File: src/rtl/smsc_pkg.sv
// ----------------------------------------------------------------------------
// smsc_pkg: shared types and constants of the SQL marker scanner
// Lane count, position width, character codes and transaction structs.
// ----------------------------------------------------------------------------
package smsc_pkg;

  localparam int LANES                = 8;
  localparam int POSITION_BITS        = 24;
  localparam int BYTE_BITS            = 8;
  localparam int CHUNK_BITS           = 64;
  localparam int COUNT_BITS           = 4;
  localparam int MARKER_POSITION_BITS = 24;

  localparam int LANE_IDX_BITS = (LANES > 1) ? $clog2(LANES) : 1;
  localparam int LANE_CNT_BITS = $clog2(LANES + 1);

  localparam logic [BYTE_BITS-1:0] CH_DQUOTE    = 8'h22;
  localparam logic [BYTE_BITS-1:0] CH_SQUOTE    = 8'h27;
  localparam logic [BYTE_BITS-1:0] CH_BACKTICK  = 8'h60;
  localparam logic [BYTE_BITS-1:0] CH_SLASH     = 8'h2F;
  localparam logic [BYTE_BITS-1:0] CH_HASH      = 8'h23;
  localparam logic [BYTE_BITS-1:0] CH_MINUS     = 8'h2D;
  localparam logic [BYTE_BITS-1:0] CH_BACKSLASH = 8'h5C;
  localparam logic [BYTE_BITS-1:0] CH_DOLLAR    = 8'h24;
  localparam logic [BYTE_BITS-1:0] CH_UNDERSCORE = 8'h5F;
  localparam logic [BYTE_BITS-1:0] CH_DIGIT_LO  = 8'h30;
  localparam logic [BYTE_BITS-1:0] CH_DIGIT_HI  = 8'h39;
  localparam logic [BYTE_BITS-1:0] CH_LOWER_LO  = 8'h61;
  localparam logic [BYTE_BITS-1:0] CH_LOWER_HI  = 8'h7A;
  localparam logic [BYTE_BITS-1:0] CH_UPPER_LO  = 8'h41;
  localparam logic [BYTE_BITS-1:0] CH_UPPER_HI  = 8'h5A;

  typedef struct packed {
    logic [CHUNK_BITS-1:0] chunk_bytes;
    logic [COUNT_BITS-1:0] byte_count;
    logic                  new_text;
  } chunk_t;

  typedef struct packed {
    logic [MARKER_POSITION_BITS-1:0] marker_position;
    logic                            last_marker;
    logic                            position_overflow;
  } marker_t;

  typedef struct packed {
    logic marker;
    logic digit;
    logic word;
  } lane_class_t;

  typedef struct packed {
    logic [LANES-1:0]         mask;
    logic [POSITION_BITS-1:0] base;
    logic                     overflowed;
  } work_t;

endpackage

File: src/rtl/smsc_lane.sv
// ----------------------------------------------------------------------------
// smsc_lane: byte classifier for one lane
// Flags quote, comment and escape characters, digits and word characters.
// ----------------------------------------------------------------------------
module smsc_lane (
  input  logic [smsc_pkg::BYTE_BITS-1:0] text_byte,
  output smsc_pkg::lane_class_t          lane_class
);

  logic is_letter;

  assign is_letter = ((text_byte >= smsc_pkg::CH_LOWER_LO) && (text_byte <= smsc_pkg::CH_LOWER_HI))
                  || ((text_byte >= smsc_pkg::CH_UPPER_LO) && (text_byte <= smsc_pkg::CH_UPPER_HI));

  assign lane_class.marker = (text_byte == smsc_pkg::CH_DQUOTE)
                          || (text_byte == smsc_pkg::CH_SQUOTE)
                          || (text_byte == smsc_pkg::CH_BACKTICK)
                          || (text_byte == smsc_pkg::CH_SLASH)
                          || (text_byte == smsc_pkg::CH_HASH)
                          || (text_byte == smsc_pkg::CH_MINUS)
                          || (text_byte == smsc_pkg::CH_BACKSLASH);

  assign lane_class.digit = (text_byte >= smsc_pkg::CH_DIGIT_LO)
                         && (text_byte <= smsc_pkg::CH_DIGIT_HI);

  assign lane_class.word = is_letter || lane_class.digit
                        || (text_byte == smsc_pkg::CH_UNDERSCORE)
                        || (text_byte == smsc_pkg::CH_DOLLAR);

endmodule

File: src/rtl/smsc_drain.sv
// ----------------------------------------------------------------------------
// smsc_drain: marker merge and output stage
// Holds one chunk's lane mask and emits its markers lowest lane first.
// ----------------------------------------------------------------------------
module smsc_drain (
  input  logic                clk,
  input  logic                rst,
  input  logic                work_valid,
  input  smsc_pkg::work_t     work,
  output logic                work_ready,
  output logic                marker_valid,
  input  logic                marker_stall,
  output smsc_pkg::marker_t   marker
);

  logic                                  stage_valid;
  logic [smsc_pkg::LANES-1:0]            stage_mask;
  logic [smsc_pkg::POSITION_BITS-1:0]    stage_base;
  logic                                  stage_ovf;
  logic [smsc_pkg::LANES-1:0]            rest;
  logic [smsc_pkg::LANE_IDX_BITS-1:0]    pick_idx;
  logic [smsc_pkg::POSITION_BITS:0]      full;
  logic                                  out_free;
  logic                                  load_out;
  logic                                  stage_done;
  smsc_pkg::marker_t                     marker_next;

  assign rest = stage_mask & (stage_mask - 1'b1);

  always_comb begin
    pick_idx = '0;
    for (int i = smsc_pkg::LANES - 1; i >= 0; i--) begin
      if (stage_mask[i]) begin
        pick_idx = smsc_pkg::LANE_IDX_BITS'(i);
      end
    end
  end

  assign full = {1'b0, stage_base} + (smsc_pkg::POSITION_BITS + 1)'(pick_idx);

  assign out_free   = ~marker_valid | ~marker_stall;
  assign load_out   = stage_valid & out_free;
  assign stage_done = load_out & (rest == '0);
  assign work_ready = ~stage_valid | stage_done;

  always_comb begin
    marker_next.marker_position =
      smsc_pkg::MARKER_POSITION_BITS'(full[smsc_pkg::POSITION_BITS-1:0]);
    marker_next.last_marker       = (rest == '0);
    marker_next.position_overflow = stage_ovf | full[smsc_pkg::POSITION_BITS];
  end

  always_ff @(posedge clk) begin
    if (rst) begin
      stage_valid  <= 1'b0;
      marker_valid <= 1'b0;
    end else begin
      if (work_valid && work_ready) begin
        stage_valid <= 1'b1;
      end else if (stage_done) begin
        stage_valid <= 1'b0;
      end
      if (load_out) begin
        marker_valid <= 1'b1;
      end else if (!marker_stall) begin
        marker_valid <= 1'b0;
      end
    end
  end

  always_ff @(posedge clk) begin
    if (load_out) begin
      marker <= marker_next;
    end
    if (work_valid && work_ready) begin
      stage_mask <= work.mask;
      stage_base <= work.base;
      stage_ovf  <= work.overflowed;
    end else if (load_out) begin
      stage_mask <= rest;
    end
  end

  a_stage_nonempty: assert property (@(posedge clk) disable iff (rst)
    stage_valid |-> (stage_mask != '0))
    else $error("held chunk has no markers left");

  a_more_follow: assert property (@(posedge clk) disable iff (rst)
    marker_valid && !marker_stall && !marker.last_marker |=> marker_valid)
    else $error("gap after a marker that was not the last of its chunk");

  a_rest_held: assert property (@(posedge clk) disable iff (rst)
    marker_valid && !marker.last_marker |-> stage_valid)
    else $error("remaining markers of a chunk lost");

  a_load: assert property (@(posedge clk) disable iff (rst)
    work_valid && work_ready |=> stage_valid)
    else $error("accepted chunk not held");

endmodule

File: src/rtl/sql_marker_scanner.sv
// ----------------------------------------------------------------------------
// sql_marker_scanner: marks positions of interest in SQL text
// Eight classifier lanes scan a chunk per transaction; a drain stage emits
// one marker position per cycle in ascending order while marker_stall is low.
// ----------------------------------------------------------------------------
//  channel  | dir | handshake                   | payload
//  ---------+-----+-----------------------------+---------------------------
//  chunk    | in  | chunk_valid / chunk_stall   | chunk_t  (bytes, count, new_text)
//  marker   | out | marker_valid / marker_stall | marker_t (position, last, overflow)
//
//  A chunk with no markers bypasses the drain; one with markers holds the drain
//  stage until all have left, one per cycle while marker_stall is low. The next
//  chunk is taken in the cycle the last marker of the held one moves to the
//  output register. Markers pass the stage register, then the output register.
//  Reset clears position, overflow and the word flag (set) and empties the drain.
//  marker_stall holds the output register and, once the drain is full, chunk_stall.
// ----------------------------------------------------------------------------
module sql_marker_scanner (
  input  logic               clk,
  input  logic               rst,
  input  logic               chunk_valid,
  output logic               chunk_stall,
  input  smsc_pkg::chunk_t   chunk,
  output logic               marker_valid,
  input  logic               marker_stall,
  output smsc_pkg::marker_t  marker
);

  logic [smsc_pkg::POSITION_BITS-1:0]  text_position;
  logic                                previous_was_word_char;
  logic                                overflowed;

  logic                                accept;
  logic                                work_ready;
  logic [smsc_pkg::LANE_CNT_BITS-1:0]  lane_count;
  logic [smsc_pkg::LANE_CNT_BITS-1:0]  last_lane;
  logic [smsc_pkg::POSITION_BITS-1:0]  pos_start;
  logic                                ovf_start;
  logic                                prev_start;
  logic [smsc_pkg::POSITION_BITS:0]    pos_sum;
  logic [smsc_pkg::LANES-1:0]          word_vec;
  logic [smsc_pkg::LANES-1:0]          mask;
  logic                                word_next;
  smsc_pkg::lane_class_t               lane_class [smsc_pkg::LANES];
  smsc_pkg::work_t                     work;

  assign accept      = chunk_valid & ~chunk_stall;
  assign chunk_stall = ~work_ready;

  assign lane_count = (chunk.byte_count > smsc_pkg::COUNT_BITS'(smsc_pkg::LANES))
                    ? smsc_pkg::LANE_CNT_BITS'(smsc_pkg::LANES)
                    : chunk.byte_count[smsc_pkg::LANE_CNT_BITS-1:0];
  assign last_lane  = lane_count - 1'b1;

  assign pos_start  = chunk.new_text ? '0   : text_position;
  assign ovf_start  = chunk.new_text ? 1'b0 : overflowed;
  assign prev_start = chunk.new_text ? 1'b1 : previous_was_word_char;

  for (genvar i = 0; i < smsc_pkg::LANES; i++) begin : g_lane
    localparam logic [smsc_pkg::LANE_CNT_BITS-1:0] IDX = smsc_pkg::LANE_CNT_BITS'(i);
    logic prev_word;

    smsc_lane u_lane (
      .text_byte  (chunk.chunk_bytes[i*smsc_pkg::BYTE_BITS +: smsc_pkg::BYTE_BITS]),
      .lane_class (lane_class[i])
    );

    if (i == 0) begin : g_first
      assign prev_word = prev_start;
    end else begin : g_next
      assign prev_word = lane_class[i-1].word;
    end

    assign word_vec[i] = lane_class[i].word;
    assign mask[i] = (IDX < lane_count)
                   & (lane_class[i].marker | (lane_class[i].digit & ~prev_word));
  end

  assign word_next = (lane_count == '0) ? prev_start
                   : word_vec[last_lane[smsc_pkg::LANE_IDX_BITS-1:0]];

  assign pos_sum = {1'b0, pos_start} + (smsc_pkg::POSITION_BITS + 1)'(lane_count);

  always_comb begin
    work.mask       = mask;
    work.base       = pos_start;
    work.overflowed = ovf_start;
  end

  always_ff @(posedge clk) begin
    if (rst) begin
      text_position          <= '0;
      previous_was_word_char <= 1'b1;
      overflowed             <= 1'b0;
    end else if (accept) begin
      text_position          <= pos_sum[smsc_pkg::POSITION_BITS-1:0];
      previous_was_word_char <= word_next;
      overflowed             <= ovf_start | pos_sum[smsc_pkg::POSITION_BITS];
    end
  end

  smsc_drain u_drain (
    .clk          (clk),
    .rst          (rst),
    .work_valid   (accept & (mask != '0)),
    .work         (work),
    .work_ready   (work_ready),
    .marker_valid (marker_valid),
    .marker_stall (marker_stall),
    .marker       (marker)
  );

endmodule

File: config.mk
export PLATFORM = sky130hd
export DESIGN_NAME = sql_marker_scanner
export DESIGN_NICKNAME = d
export VERILOG_FILES = /design/src/rtl/smsc_pkg.sv /design/src/rtl/smsc_lane.sv /design/src/rtl/smsc_drain.sv /design/src/rtl/sql_marker_scanner.sv
export SDC_FILE = /design/constraint.sdc
export NUM_CORES = 1
export LEC_CHECK = 0
export ABC_AREA = 1
export BUFFER_PORTS_ARGS = -buffer_cell sky130_fd_sc_hd__buf_2
export CORE_MARGIN = 2
export CORE_UTILIZATION = 55
export DETAILED_ROUTE_END_ITERATION = 8
export GPL_TIMING_DRIVEN = 0
export PLACE_DENSITY = 0.86
export SLEW_MARGIN = 20
export SYNTH_ARGS = -nofsm -noshare
export SYNTH_HDL_FRONTEND = slang
export SYNTH_SLANG_ARGS = --single-unit
File: constraint.sdc
create_clock -name clk -period 6.7 [get_ports clk]
set_clock_uncertainty 0.2 [all_clocks]
set_input_delay 1.34 -clock clk [delete_from_list [all_inputs] [get_ports clk]]
set_output_delay 1.34 -clock clk [all_outputs]
set_load 0.01 [all_outputs]
Word-level counts from Yosys, hierarchy flattened
Cells that the tools add are included.
Storage, ports and cells
  flip-flop bits (word level): 87
  word-level logic and storage cells: 322
  output and inout port bits: 28
Cells by class
  add/sub/neg operators: 4
  bitwise gates (word level): 45
  order comparisons: 58
  eq/ne operators: 73
  reductions and logical operators: 110
  muxes and demuxes: 21
Operators with widths (number)
  8-bit by 6-bit equality test with 1-bit output (second input constant): 48
  8-bit by 7-bit equality test with 1-bit output (second input constant): 24
  8-bit by 7-bit greater-or-equal comparator with 1-bit output (second input constant): 16
  8-bit by 7-bit <= comparator with 1-bit output (second input constant): 16
  1-bit logical OR: 80
  8-bit by 6-bit greater-or-equal comparator with 1-bit output (second input constant): 8
  8-bit by 6-bit <= comparator with 1-bit output (second input constant): 8
  24-bit by 3-bit adder with 25-bit output: 1
  24-bit by 4-bit adder with 25-bit output: 1
  1-bit logical AND: 25
  24-bit two-way mux: 1
  3-bit two-way mux: 8
  1-bit AND: 20
  3-bit by 4-bit < comparator with 1-bit output (first input constant): 4
  8-bit two-way mux: 2
  1-bit inverter: 12
  1-bit bitwise OR: 12
  8-bit AND: 1
  8-bit zero test: 1
  1-bit by 4-bit < comparator with 1-bit output (first input constant): 2
  2-bit by 4-bit < comparator with 1-bit output (first input constant): 2
  1-bit two-way mux: 8
  8-bit nonzero test: 1
  8-bit by 1-bit subtractor with 8-bit output (second input constant): 1
  other kinds (8): 9

Longest topological paths before layout
Gate-level depths: netlist of the first run.
  depth in word-level cells: 14
  depth in mapped cells: 17
  mapped depth without buffers: 17

By module
A second synthesis of the first run with hierarchy kept.
Second synthesis, totals
  cells, all modules: 1052
  area total of the unflattened synthesis: 7089.3 um^2
Modules (own cells, without submodules)
  smsc_drain: times used 1, sequential area each 1811.7 um^2, cells each 245, area an instance 2852.7 um^2
  sql_marker_scanner: times used 1, sequential area each 520.5 um^2, cells each 383, area an instance 2334.7 um^2
  smsc_lane: times used 8, sequential area each 0.0 um^2, cells each 53, area an instance 237.7 um^2

Least setup slack after synthesis of the first run
Ideal clock, no wire load.
  path type: input-to-reg
  start: in chunk[0] in the netlist's numbering
  end: reg text_position[22] in the netlist's numbering
  cell stages on the path: 17
  library setup time: 134 ps
  path slack: 2940 ps
  arrival: 3426 ps
  buffers on the path: 2
  data required time: 6366 ps
  path through: buf_6 -> buf_2 -> nor2_1 -> ha_1 -> inv_1 -> fa_1 -> inv_1 -> nand3_1 -> nand2_1 -> nand2_1 -> nor2_2 -> nand2_1 -> nor2_1 -> nand3_1 -> xor2_1 -> nand2_1 -> a21oi_1
On the way
  longest elaborated chain between the ends: 2
RTL lines
  start, declared: line sql_marker_scanner.sv:23  | input smsc_pkg::chunk_t chunk,
  24-bit two-way mux: line sql_marker_scanner.sv:55  | assign pos_start = chunk.new_text ? '0 : text_position;
  via pos_start, one bit: line sql_marker_scanner.sv:37  | logic [smsc_pkg::POSITION_BITS-1:0] pos_start;
  24-bit by 4-bit adder with 25-bit output: line sql_marker_scanner.sv:82  | assign pos_sum = {1'b0, pos_start} + (smsc_pkg::POSITION_BITS + 1)'(lane_count);
  end signal, assigned: line sql_marker_scanner.sv:96  | text_position <= pos_sum[smsc_pkg::POSITION_BITS-1:0];
  end, declared: line sql_marker_scanner.sv:29  | logic [smsc_pkg::POSITION_BITS-1:0] text_position;
The timed path passes the listed nets, and every way through them passes these cells.
A chain may end at the register's enable or synchronous reset.

Worst setup path after layout of the first run
Same ends and word-level chain as after synthesis.

==> results.md, run 1 <==
- CP max stage cell: fa_1
- Cell taking the most area after synthesis: edfxtp_1
- Ports: 101
- Overall power: 0.00140 W
- CTS tree: built
- Hpwl dp: 11600 um
- Maximum level of the CTS H-tree: 3
- Final core area utilization: 64.6%
- CTS Buf Count: 9
- Fin. Hold Viols: 0
- Maximum clock frequency: 0.242 GHz
- Final Cycle Share: 61.7%
- Synth Net Count: 1000
- Antenna violations before repair: 0
- DRT iter0 DRCs: 476
- GPL Wtd Cong: 0.928
- Chip height: 111 um
- Commonest non-fill, non-tap cell in the layout: nand2_1
- Global-route wire length before repair: 25300 um
- Fraction of layout cells with a size suffix above 1: 17.1%
- Critical path's top delay family: simple AND/OR/NAND/NOR gates
- Vias in the first global route: 5751
- Port buffer count: 100
- Worst Setup Start Kind: input port
- Req. time, crit path: 6.70 ns
- Worst-path clk slew: 0.06 ns
- RSZ-0062 raised after global routing: no
- Final #Nets: 1111
- Pwr/cell area: 192 nW/um^2
- Yosys synthesis warning count: 0
- Peak VDD IR: 0.212 mV
- Total setup buffers inserted after CTS: 0
- #FFs+latches synth: 87
- Total clock sinks: 87
- Setup_tns: 0 ns
- Gate Count Post-Synth: 915
- GRT overflow: 0
- Top cell type's share of synthesized area: 27.9%
- Worst endpoint data arrival time: 4.13 ns
- Worst slew pin tran: 1.06 ns
- Crit Path Max Fanout: 10
- Post-synthesis mux area share: 0%
- Synth Area in XOR/XNOR: 5.94%
- Via Count: 6082
- Post-synth EDFFs: 59
- Final ANT Viol Nets: 0
- Ranking of synthesized cells by area: edfxtp_1 (28%), nand2_1 (15%), dfxtp_1 (8.8%), nor2_1 (8.6%), inv_1 (7.5%)
- CP Buf/Inv Count: 5
- Clk buf depth: 2
- Async SR Flop Fraction: 0%
- Clock Latency Late Sink: 0.34 ns
- # DRC: 0
- Area growth, synth to finish: 15.3%
- Max-slew headroom: 29.3%
- Min cycle time layout: 4.13 ns
- Area share of and/or/nand/nor cells after synthesis: 37.4%
- FP Rows: 39
- MaxCap Viol Count: 0
- Outcome: complete, no violations
- CP Capture Type: register
- Die width: 111 um
- All-Layer GR Usage: 24.4%
- Pre-CTS setup slack: 2.24 ns
- CTS Hold Buffers Added: 0
- Worst min path class: reg -> reg
- Max Slew Vio Count: 0
- Cell leakage power: 3.40 nW
- Post-synthesis compound-gate area fraction: 7.14%
- Cells along the critical path: buf_2 -> buf_6 -> buf_2 -> nor2_1 -> ha_1 -> inv_1 -> fa_1 -> inv_1 -> nand3_1 -> nand2_1 -> nand2_1 -> nor2_2 -> nand2_1 -> nor2_1 -> nand3_1 -> xor2_1 -> nand2_1 -> a21oi_1
- DIE AREA: 12400 um^2
- Main combinational cell family by area after synthesis: simple AND/OR/NAND/NOR gates
- Setup ws final: 2.57 ns
- Initial Utilization: 56.0%
- Core area: 11300 um^2
- Drt via density: 5.18
- Pre-Repair DR Iteration Count: 6
- Most used cell, CP: nand2_1
- Root Buffer: clkbuf_16
- WL final: 14800 um
- Max stage delay on crit path: 0.40 ns
- Adder-Cell Fraction of Synth Area: 2.60%
- Post-Syn Area: 6340 um^2
- Synth unique cells: 42
- Crit path kind: in -> reg
- Largest net degree at the start of global routing: 27
- Cts repair resizes: 0
- Synth Area per Inst: 6.93 um^2
- Synth Flop Type: edfxtp_1
- Count of final setup violators: 0
- Wire length per cell: 12.6 um
- Diodes inserted: 0
- Most frequent cells in the layout: nand2_1 (251), nor2_1 (146), inv_1 (127), buf_2 (101), edfxtp_1 (59)
- Post-synthesis sequential area ratio: 36.8%
[worst paths after layout]
path	startpoint	endpoint	slack, ns	cells past startpoint
max	chunk[0]	text_position[22]$_SDFFE_PP0P_	2.57	18
min	text_position[0]$_SDFFE_PP0P_	text_position[0]$_SDFFE_PP0P_	0.25	2
max reg2reg	u_drain.stage_mask[6]$_DFFE_PP_	u_drain.marker[24]$_DFFE_PP_	3.41	16
min reg2reg	text_position[0]$_SDFFE_PP0P_	text_position[0]$_SDFFE_PP0P_	0.25	2
[kinds of logic after synthesis]
kind of cell,Yosys count
compound gates,79
xor+xnor,43
fa+ha+maj,12
buf+inv,155
flops,87
simple gates,539
[registers in the layout (all words and copies together) (netlist names)]
name and count:
overflowed 1, previous_was_word_char 1, u_drain.marker 26, u_drain.stage_ovf 1
text_position 24, u_drain.stage_valid 1, u_drain.stage_mask 8, u_drain.stage_base 24
u_drain.marker_valid 1
[tightest hold or removal path, stage by stage (launching register included)]
cell     delay (ns)
dfxtp_1        0.30
inv_1          0.06
a21oi_1        0.05
[where the power goes]
| part | internal, W | total (W) | switching [W] |
|---|---|---|---|
| Combinational | 0.0000947 | 0.000271 | 0.000176 |
| Clock | 0.000287 | 0.000491 | 0.000204 |
| Sequential | 0.000621 | 0.000642 | 0.0000208 |
| Total | 0.00100 | 0.00140 | 0.000401 |
[final cells by class]
type	instances	area, um^2
inverter	143	538
tap	143	179
buffer	12	103
multi-input combinational	673	3370
clock buffer	10	229
clock inverter	6	61.3
timing repair buffer	100	500
fill	960	4010
sequential	87	2330
[Yosys cell counts, drive strengths merged (3+ instances only)]
library cell,instances
a21oi,42
nand4,24
edfxtp,59
nor4,5
buf,9
nand2,263
nor2,162
nand3b,10
nor3,16
xor2,29
inv,142
dfxtp,28
clkbuf,3
nand3,55
ha,10
o22ai,3
xnor2,14
o21ai,24
o211ai,4
[stage by stage]
stage | cell area (um^2) | hold slack, ns | instances
3_5_place_dp | 7020 | 0.244 | 1158
4_1_cts | 7310 | 0.252 | 1174
6_report | 7310 | 0.253 | 1174
3_3_place_gp | 7020 | 0.238 | 1158
2_1_floorplan | 6340 | 0.230 | 915
5_1_grt | 7310 | 0.274 | 1174
[layer usage]
| layer | wire length [um] | track usage, % | vias up |
|---|---|---|---|
| met5 | 0 | 0 | - |
| met4 | 216 | 6.50 | 0 |
| met3 | 866 | 3.59 | 20 |
| met2 | 7240 | 44.5 | 230 |
| met1 | 6510 | 30.3 | 2686 |
| li1 | - | - | 3146 |
No activity file was read; power rests on OpenSTA's default activity.
==> run 2: changes to the inputs <==
Settings changed: CORE_UTILIZATION 55 to 52, PLACE_DENSITY 0.86 to 0.85.
Clock period 6.7 ns to 3.45 ns, I/O delays scaled along.
==> run 2 against run 1 <==
- routed wire length decreased by 0.98%
- count of clock-buffer cells in the layout grew 2
- sequential power rose by 93%
- core utilization is 3.1 points lower
- clock power increased by 100%
- highest routed layer unchanged
==> results.md, run 2 (synthesized netlist as in run 1, its figures left out) <==
- Crit Path Max Fanout: 7
- CTS Buf Count: 9
- Final Cycle Share: 93.7%
- Total clock sinks: 87
- Core area: 12000 um^2
- Global-route wire length before repair: 24900 um
- Fin area: 7360 um^2
- # DRC: 0
- MaxCap Viol Count: 0
- Clock power share: 36.2%
- Worst endpoint data arrival time: 3.24 ns
- CTS tree: built
- Comb power frac: 18.9%
- Area growth, synth to finish: 16.0%
- Root Buffer: clkbuf_16
- GRT overflow: 0
- Cells along the critical path: buf_2 -> inv_1 -> nand2_1 -> inv_2 -> ha_2 -> inv_1 -> fa_1 -> inv_1 -> nand3_1 -> nand2_2 -> nand2_2 -> nor2_4 -> nand2_1 -> nor2_1 -> nand3_1 -> xor2_1 -> nand2_1 -> a21oi_1
- Hold Slack: 0.265 ns
- Clock Latency Late Sink: 0.34 ns
- DP Area: 7030 um^2
- Max Slew Vio Count: 0
- All-Layer GR Usage: 23.3%
- DIE AREA: 13100 um^2
- Biggest regs: u_drain.marker (26), text_position (24), u_drain.stage_base (24)
- Drt via density: 5.20
- Count of final setup violators: 0
- Final non-filler cell total: 1177
- Crit path kind: in -> reg
- Switch share: 28.0%
- Fin. Hold Viols: 0
- Maximum clock frequency: 0.309 GHz
- CP Capture Type: register
- Part of the power in registers: 44.9%
- Hpwl dp: 11300 um
- Outcome: complete, no violations
- Total setup buffers inserted after CTS: 0
- Pwr/cell area: 377 nW/um^2
- Fraction of layout cells with a size suffix above 1: 17.7%
- Clk buf depth: 2
- DP Cell Count: 1162
- Worst min path class: reg -> reg
- Worst slew pin tran: 0.931 ns
- CP max stage cell: fa_1
- Largest net degree at the start of global routing: 27
- Vias in the first global route: 5811
- Die width: 114 um
- DRT iter0 DRCs: 453
- Int Pwr: 0.00200 W
- CTS Hold Buffers Added: 0
- CP Buf/Inv Count: 5
- GPL Wtd Cong: 0.942
- Peak VDD IR: 0.287 mV
- Most frequent cells in the layout: nand2_1 (249), nor2_1 (144), inv_1 (126), buf_2 (100), edfxtp_1 (59)
- Final core area utilization: 61.5%
- Final ANT Viol Nets: 0
- Via Count: 6126
- Initial Utilization: 53.0%
- Chip height: 114 um
- Biggest register: u_drain.marker
- Max reg flops: 26
- Commonest non-fill, non-tap cell in the layout: nand2_1
- Maximum level of the CTS H-tree: 3
- Cell leakage power: 3.41 nW
- FP Rows: 40
- Max stage delay on crit path: 0.40 ns
- Diodes inserted: 0
- Min cycle time layout: 3.23 ns
- Worst Setup Start Kind: input port
- WL final: 14700 um
- Critical path's top delay family: simple AND/OR/NAND/NOR gates
- Max-slew headroom: 37.8%
- Worst-path clk slew: 0.06 ns
- Ports: 101
- Antenna violations before repair: 0
- Final #Nets: 1110
- Req. time, crit path: 3.45 ns
- Port buffer count: 100
- Switch Pwr: 0.000775 W
- Pre-Repair DR Iteration Count: 6
- Wire length per cell: 12.5 um
[run 2: cell types whose count changed in the layout (fill, tap and decap cells not counted), sizes merged]
cell      before  now
clkinv         4    3
clkinvlp       2    0
clkbuf        13   15
inv          142  143
buf          109  108
[run 2: layer usage]
metal | global-route usage [%] | up-vias | part of all wire, %
met2 | 42.1 | 234 | 49
met1 | 28.2 | 2720 | 43
met4 | 9.76 | 0 | 2.6
li1 | - | 3133 | -
met3 | 2.28 | 39 | 5.4
met5 | 0 | - | 0
[run 2: worst paths after layout]
path | start | endpoint | slack, ns | depth (start not counted)
setup / recovery | chunk[4] | text_position[22]$_SDFFE_PP0P_ | 0.22 | 18
hold / removal | text_position[2]$_SDFFE_PP0P_ | text_position[2]$_SDFFE_PP0P_ | 0.26 | 2
setup reg to reg | u_drain.stage_mask[6]$_DFFE_PP_ | u_drain.marker[18]$_DFFE_PP_ | 0.24 | 15
hold reg to reg | text_position[2]$_SDFFE_PP0P_ | text_position[2]$_SDFFE_PP0P_ | 0.26 | 2
[run 2: metrics by stage]
stage	setup slack, ns	total power, W	setup TNS [ns]
after floorplan	0.340	0.00160	0
after global placement	-0.375	0.00176	-1.61
after detailed placement	-0.410	0.00178	-2.73
after CTS	0.0104	0.00277	0
after global routing	-0.00357	0.00288	-0.00357
final	0.217	0.00277	0
[run 2: final cells by class]
class                           count  area [um^2]
Fill cell                        1001         4600
Multi-Input combinational cell    673         3400
Sequential cell                    87         2330
Inverter                          143          538
Timing Repair Buffer              100          500
Clock buffer                       12          258
Tap cell                          147          184
Buffer                             11         97.6
Clock inverter                      4         52.6
[run 2: tightest hold or removal path, stage by stage, from the launching register on]
cell	delay (ns)
dfxtp_1	0.30
inv_1	0.06
a21oi_1	0.06
[run 2: repair_timing]
item / in CTS / in global routing
endpoints found under the setup margin: 1 / 3
pin swaps: 0 / 0
resized for setup: 2 / 7
[run 2: power groups by stage]
stage | clock network (W) | logic [W] | registers (W)
floorplan | 0 | 0.000334 | 0.00127
global placement | 0 | 0.000500 | 0.00126
detailed placement | 0 | 0.000515 | 0.00126
CTS | 0.00100 | 0.000521 | 0.00124
global route | 0.00103 | 0.000592 | 0.00125
finish | 0.00100 | 0.000525 | 0.00124
